[src/sv/pgvu_pkg.sv]
`timescale 1ns / 1ps
`default_nettype none
// ---------------------------------------------------------------------------
// pgvu_pkg
// shared types and constants of the packed grid value unpacker
// ---------------------------------------------------------------------------
package pgvu_pkg;

   localparam int ACC_BITS     = 40;
   localparam int RESULT_LIMIT = 64;
   localparam int CNT_W        = 24;
   localparam int VAL_W        = 48;

   localparam logic [1:0] CMD_BITMAP = 2'd0;
   localparam logic [1:0] CMD_DATA   = 2'd1;
   localparam logic [1:0] CMD_DRAIN  = 2'd2;
   localparam logic [1:0] CMD_START  = 2'd3;

   localparam logic [2:0] CSR_CODE_WIDTH = 3'd0;
   localparam logic [2:0] CSR_BITMAP_EN  = 3'd1;
   localparam logic [2:0] CSR_SKIP_FIRST = 3'd2;
   localparam logic [2:0] CSR_POINT_TOT  = 3'd3;
   localparam logic [2:0] CSR_REF_VALUE  = 3'd4;
   localparam logic [2:0] CSR_SCALE      = 3'd5;

   // controller -> datapath
   typedef struct packed {
      logic apply;    // apply the accepted word's command
      logic step;     // evaluate one grid point
      logic skip_go;  // settle a pending first-code skip when the run stalls
      logic refuse;   // load a refusal word
      logic mul_go;   // start the value multiply
      logic fin;      // finish value into output register
   } cmd_type;

   // datapath -> controller
   typedef struct packed {
      logic open;      // record not finished
      logic overflow;  // accepted byte would overflow its queue
      logic can_emit;  // next point is ready
      logic need_mul;  // next point needs the multiply
   } status_type;

endpackage
`default_nettype wire

[src/sv/pgvu_ctrl.sv]
`timescale 1ns / 1ps
`default_nettype none
// ---------------------------------------------------------------------------
// pgvu_ctrl
// sequencer: takes a word, applies or refuses it, then releases points one at a time
// ---------------------------------------------------------------------------
module pgvu_ctrl
   import pgvu_pkg::*;
(
   input  wire logic                clock,
   input  wire logic                reset,
   input  wire logic                req_tvalid,
   output logic                     req_tready,
   input  wire logic                rsp_tready,
   output logic                     rsp_tvalid,
   output logic                     out_last,
   input  wire pgvu_pkg::status_type stat,
   output pgvu_pkg::cmd_type        cmd
);
   typedef enum logic [5:0] {
      S_IDLE  = 6'b000001,
      S_CHECK = 6'b000010,
      S_EVAL  = 6'b000100,
      S_MUL   = 6'b001000,
      S_FIN   = 6'b010000,
      S_OUT   = 6'b100000
   } state_type;

   state_type state_ff, state_in;
   logic [6:0] count_ff, count_in;
   logic       last_ff, last_in;
   logic       more;

   // another point follows in this run
   assign more = stat.open && stat.can_emit && (count_ff < 7'(RESULT_LIMIT));

   always_comb begin
      state_in = state_ff;
      count_in = count_ff;
      last_in  = last_ff;
      cmd      = '0;
      unique case (state_ff)
         S_IDLE: begin
            if (req_tvalid) begin
               state_in = S_CHECK;
               count_in = '0;
            end
         end
         S_CHECK: begin
            if (stat.overflow) begin
               cmd.refuse = 1'b1;
               last_in    = 1'b1;
               state_in   = S_OUT;
            end else begin
               cmd.apply = 1'b1;
               state_in  = S_EVAL;
            end
         end
         S_EVAL: begin
            if (more) begin
               cmd.step = 1'b1;
               count_in = count_ff + 7'd1;
               state_in = stat.need_mul ? S_MUL : S_FIN;
            end else begin
               // a stalled point still takes the pending skip
               cmd.skip_go = stat.open && (count_ff < 7'(RESULT_LIMIT));
               state_in    = S_IDLE;
            end
         end
         S_MUL: begin
            cmd.mul_go = 1'b1;
            state_in   = S_FIN;
         end
         S_FIN: begin
            cmd.fin  = 1'b1;
            // last when the next point cannot follow
            last_in  = !(stat.open && stat.can_emit && (count_ff < 7'(RESULT_LIMIT)));
            state_in = S_OUT;
         end
         S_OUT: begin
            if (rsp_tready) state_in = last_ff ? S_IDLE : S_EVAL;
         end
         default: state_in = S_IDLE;
      endcase
   end

   assign req_tready = (state_ff == S_IDLE);
   assign rsp_tvalid = (state_ff == S_OUT);
   assign out_last   = last_ff;

   always_ff @(posedge clock) begin
      if (reset) begin
         state_ff <= S_IDLE;
         count_ff <= '0;
         last_ff  <= 1'b0;
      end else begin
         state_ff <= state_in;
         count_ff <= count_in;
         last_ff  <= last_in;
      end
   end

   a_out_stall: assert property (@(posedge clock) disable iff (reset)
      rsp_tvalid && !rsp_tready |=> rsp_tvalid) else $error("result dropped");
   a_no_take_busy: assert property (@(posedge clock) disable iff (reset)
      rsp_tvalid |-> !req_tready) else $error("input taken while busy");
   a_count: assert property (@(posedge clock) disable iff (reset)
      count_ff <= 7'(RESULT_LIMIT)) else $error("run too long");
endmodule
`default_nettype wire

[config.mk]
export PLATFORM = sky130hd
export DESIGN_NAME = pgvu_ctrl
export DESIGN_NICKNAME = d
export VERILOG_FILES = /design/src/sv/pgvu_pkg.sv /design/src/sv/pgvu_ctrl.sv
export SDC_FILE = /design/constraint.sdc
export NUM_CORES = 1
export LEC_CHECK = 0
export BUFFER_PORTS_ARGS = -buffer_cell sky130_fd_sc_hd__clkbuf_2
export CAP_MARGIN = 20
export CORE_ASPECT_RATIO = 1.4
export CORE_MARGIN = 2
export CORE_UTILIZATION = 31
export CTS_CLUSTER_DIAMETER = 120
export DETAILED_ROUTE_END_ITERATION = 10
export HOLD_SLACK_MARGIN = 0.1
export PLACE_DENSITY = 0.58
export RECOVER_POWER = 50
export SLEW_MARGIN = 0
export SYNTH_ARGS = -nofsm -noshare
export SYNTH_HDL_FRONTEND = slang
export SYNTH_SLANG_ARGS = --single-unit
[constraint.sdc]
create_clock -name clock -period 2.1 [get_ports clock]
set_input_delay 0.105 -clock clock [delete_from_list [all_inputs] [get_ports clock]]
set_output_delay 0.105 -clock clock [all_outputs]
set_load 0.03 [all_outputs]
[Word level (Yosys, flattened, before mapping)]
Cells that the tools add are included.
Operators by class
  add/subtract/negate cells: 1
  order comparisons: 1
  eq/ne operators: 10
  muxes and demuxes: 21
  reduce and logical (&&, ||, !) cells: 9
Operators with widths (count)
  one-hot mux 6 bit (6 select lines): 1
  two-way mux 6 bit: 3
  two-way mux 7 bit: 2
  one-hot mux 7 bit (2 select lines): 1
  two-way mux 5 bit: 2
  two-way mux 1 bit: 9
  inequality test 2 bit, second input constant: 4
  adder 7 x 1 -> 7 bit, second input constant: 1
  less-than comparator 7 bit, second input constant: 1
  equality test 6 x 1 -> 1 bit, second input constant: 1
  equality test 6 x 2 -> 1 bit, second input constant: 1
  equality test 6 x 3 -> 1 bit, second input constant: 1
  equality test 6 x 4 -> 1 bit, second input constant: 1
  equality test 6 x 5 -> 1 bit, second input constant: 1
  equality test 6 bit, second input constant: 1
  AND reduction 2 bit: 2
  nonzero test 2 bit: 2
  logical AND 1 bit: 3
  two-way mux 3 bit: 1
  AND reduction 3 bit: 1
  two-way mux 2 bit: 1
  one-hot mux 1 bit (2 select lines): 1
  zero test 1 bit: 1
Storage, ports and cells
  flip-flop bits (word level): 14
  input bits: 8
  output and inout bits: 9
  word-level logic and storage cells: 45

[Longest topological paths before layout]
  depth in word-level cells: 4
  gate-level depth with buffers: 5
  gate-level depth less buffers: 5

[Worst setup path before layout]
OpenSTA, ideal clock, no wires.
  path kind: register to register
  start: register state_ff[0]
  end: register state_ff[0]
  setup time: 0.080 ns
  arrival: 2.090 ns
  required time: 2.020 ns
  setup slack: -0.070 ns
  stages on the path, launching flop included: 5
  path buffers: 0
  clock period less this slack: 2.170 ns
  cell sequence: dfxtp_1 -> or4_4 -> nor3b_1 -> a211oi_1 -> a22oi_1
Between the ends
  word-level cells in the longest chain between the ends: 3
  elaborated cells on any way between the ends: 10
  those cells by class: 8 x eq/ne; 1 x mux; 1 x reduce/logical
RTL lines
  from (decl): RTL line pgvu_ctrl.sv:29  | state_type state_ff, state_in;
  from (signal assigned): RTL line pgvu_ctrl.sv:97  | state_ff <= state_in;
  equality test 6 bit (*)
  via rsp_tvalid: RTL line pgvu_ctrl.sv:15  | output logic rsp_tvalid,
  inequality test 2 bit (no source line)
  AND reduction 2 bit (no source line)
Mark *: on every way through the listed nets, which the timed path passes. The rest lies on a longest branch.
A chain may end at the register's enable or synchronous reset.

==> out/results.tsv <==
metric	value	unit
status	complete, no violations	
dr.pass1.iters	4	
routed_wl	1770	um
grt_pass1_vias	749	
globalRoute.totalOverflow	0	
startpoint_type	register	
drive_gt1_frac	0.245	
holdCritStartpoint	reset	
synth_commonest_cells	dfxtp_1, nor3_1, inv_1, nand2_1, nor2_1	
hold_path_depth	2	
final_nets	121	
min_period	2.02	ns
clockBufferDepth	2	
core	2360	um2
hold_viol	0	
grtUsageTotal	0.136	
yosysSeqAreaShare	0.366	
final_antenna_net_count	0	
cts_root_buffer	clkbuf_4	
synth_top_area_cell	dfxtp_1	
synth_flop_cell	dfxtp_1	
slew_headroom	0.737	
maxCapViolations	0	
final_design_area_no_fill	920	um2
instances_no_fill	133	
syn_area_per_cell	8.60	um2
crit_fanout	7	
gp_congestion	0.936	
start_util	0.324	
rsz0062_at_grt	no	
max_slew.worst_pin.slew	0.390	ns
clock_skew	0.00195	ns
cts_tree	built	
finalMaxSlewViolations	0	
ff_latch_area	282	um2
placedCellCount	126	
end_kind	output pin	
setup_viol	0	
fin_crit_sh	0.960	
post_drt_wl_per_cell	13.3	um
die-area	2890	um2
multi_input_area	445	um2
port_buffers	16	
ff2ff_setup_slack	0.09	ns
die_w	46.0	um
ys_warn_count	0	
syn-num-nets	98	
reg2reg_to	count_ff[4]$_SDFFE_PP0P_	
reg2reg_from	state_ff[1]$_SDFFE_PP0P_	
fill_cells	261	
io_pins	17	
synth_top_cell_area_share	0.366	
async_reset_ff_frac	0	
synth.most_common_cell	dfxtp_1	
clk-insertion-delay-late	0.27	ns
via_per_inst	5.77	
cts_made_buffers	3	
vias	768	
htreeDepth	1	
syn_inst	89	
p_leak	0.379	nW
drc	0	
ir_drop	0.000243	V
synth_edf_count	0	
cts_sinks	14	
synth_cell_types	36	
max_freq	496	MHz
cp-endpoint	cmd[4]	
drt_first_iter_violations	6	
clk_pin_slew_worst_paths	0.08	ns
crit_required	2.00	ns
fp.dieH	62.8	um
grt_pass1_wl	3090	um
area_growth_syn_to_layout	20.1	%
rows	21	
yosys-top-cells-area	dfxtp_1, nor3_1, a2111o_1, o2111ai_1, inv_1	
r2r_cells	5	
hpwlAfterDp	1360	um
power.density	529	nW/um2
antenna_found_initial	0	
tns	0	ns
arrival	1.91	ns
diodes	0	
critPathKind	reg -> out	
dpl_cell_area	872	um2
critPathLaunch	state_ff[1]$_SDFFE_PP0P_	
grt_max_degree	13	
syn_area	766	um2
synth-seq-cells	14	
min-delay-path-class	in -> reg	
==> sequential cells by signal (all words and copies together), names as in the netlist <==
signal	count
state_ff	6
count_ff	7
out_last	1
==> placed cells by master (no fill, tap or decap), types with 2 or more instances in the layout <==
| master | n |
|---|---|
| dfxtp_1 | 13 |
| clkbuf_2 | 12 |
| nor3_1 | 9 |
| nor2_1 | 6 |
| nand2_1 | 6 |
| inv_1 | 5 |
| clkbuf_1 | 5 |
| o2111ai_1 | 4 |
| a2111o_1 | 4 |
| buf_4 | 4 |
| a21oi_1 | 3 |
| o21ai_0 | 3 |
| clkbuf_4 | 3 |
| and3_1 | 2 |
| and3b_2 | 2 |
| and2_1 | 2 |
| nand4_1 | 2 |
| nand3_1 | 2 |
| a211oi_1 | 2 |
==> per-stage QoR <==
stage / total power, mW / setup slack (ns) / util / hold WS, ns
global placement: 0.345 / 0.218 / 0.369 / 0.373
detailed placement: 0.345 / 0.203 / 0.369 / 0.367
finish: 0.486 / 0.0836 / 0.389 / 0.135
CTS: 0.493 / 0.00887 / 0.384 / 0.122
floorplan: 0.327 / 0.204 / - / 0.246
global route: 0.509 / 0.0179 / 0.389 / 0.134
==> worst min-delay path by stage <==
stage | slack, ns | endpoint
global placement | 0.37 | state_ff[3]$_SDFFE_PP0P_
finish | 0.14 | state_ff[4]$_SDFFE_PP0P_
detailed placement | 0.37 | state_ff[3]$_SDFFE_PP0P_
global route | 0.13 | state_ff[3]$_SDFFE_PP0P_
floorplan | 0.25 | state_ff[3]$_SDFFE_PP0P_
CTS | 0.12 | state_ff[4]$_SDFFE_PP0P_
==> repair_timing <==
| item | 4_1_cts | 5_1_grt |
|---|---|---|
| pin swaps | 1 | 1 |
| endpoints found under the setup margin | 1 | 1 |
| hold buffers | 1 | 0 |
| hold endpoints to repair | 1 | 0 |
| gates resized for setup | 2 | 2 |
| setup buffers | 0 | 3 |
==> routing by layer <==
layer / vias up / share of wire / track usage
li1: 385 / - / -
met1: 352 / 0.44 / 0.163
met2: 22 / 0.49 / 0.222
met3: 9 / 0.037 / 0.0231
met4: 0 / 0.031 / 0.0679
met5: - / 0 / 0
==> where the power goes <==
part | internal, mW | leakage [nW] | switching (mW) | total [mW]
sequential | 0.271 | 0.113 | 0.00673 | 0.278
clock | 0.0664 | 0.0138 | 0.0789 | 0.145
combinational | 0.0259 | 0.252 | 0.0371 | 0.0631
==> critical path: stages (launching register included) <==
cell	delay, ns
dfxtp_1	0.36
or4_4	0.55
or3b_4	0.46
inv_2	0.11
buf_4	0.16
==> layout make-up <==
| type | instances | area share |
|---|---|---|
| clock buffer | 3 | 0.0245 |
| inverter | 6 | 0.0245 |
| multi-input combinational | 65 | 0.484 |
| sequential | 14 | 0.306 |
| tap | 23 | 0.0313 |
| timing repair buffer | 22 | 0.129 |
==> cells by family (layout without fill, tap and decap cells) <==
family | count (synthesis) | in the layout | synth area share
and+or+nand+nor | 42 | 42 | 0.333
AOI/OAI and AO/OA | 21 | 21 | 0.214
DFF | 14 | 14 | 0.366
buffers and inverters | 10 | 31 | 0.0588
adders and majority gates | 1 | 1 | 0.0163
xor gates and xnor gates | 1 | 1 | 0.0114
Note: power is estimated with default switching activity, not from simulation.
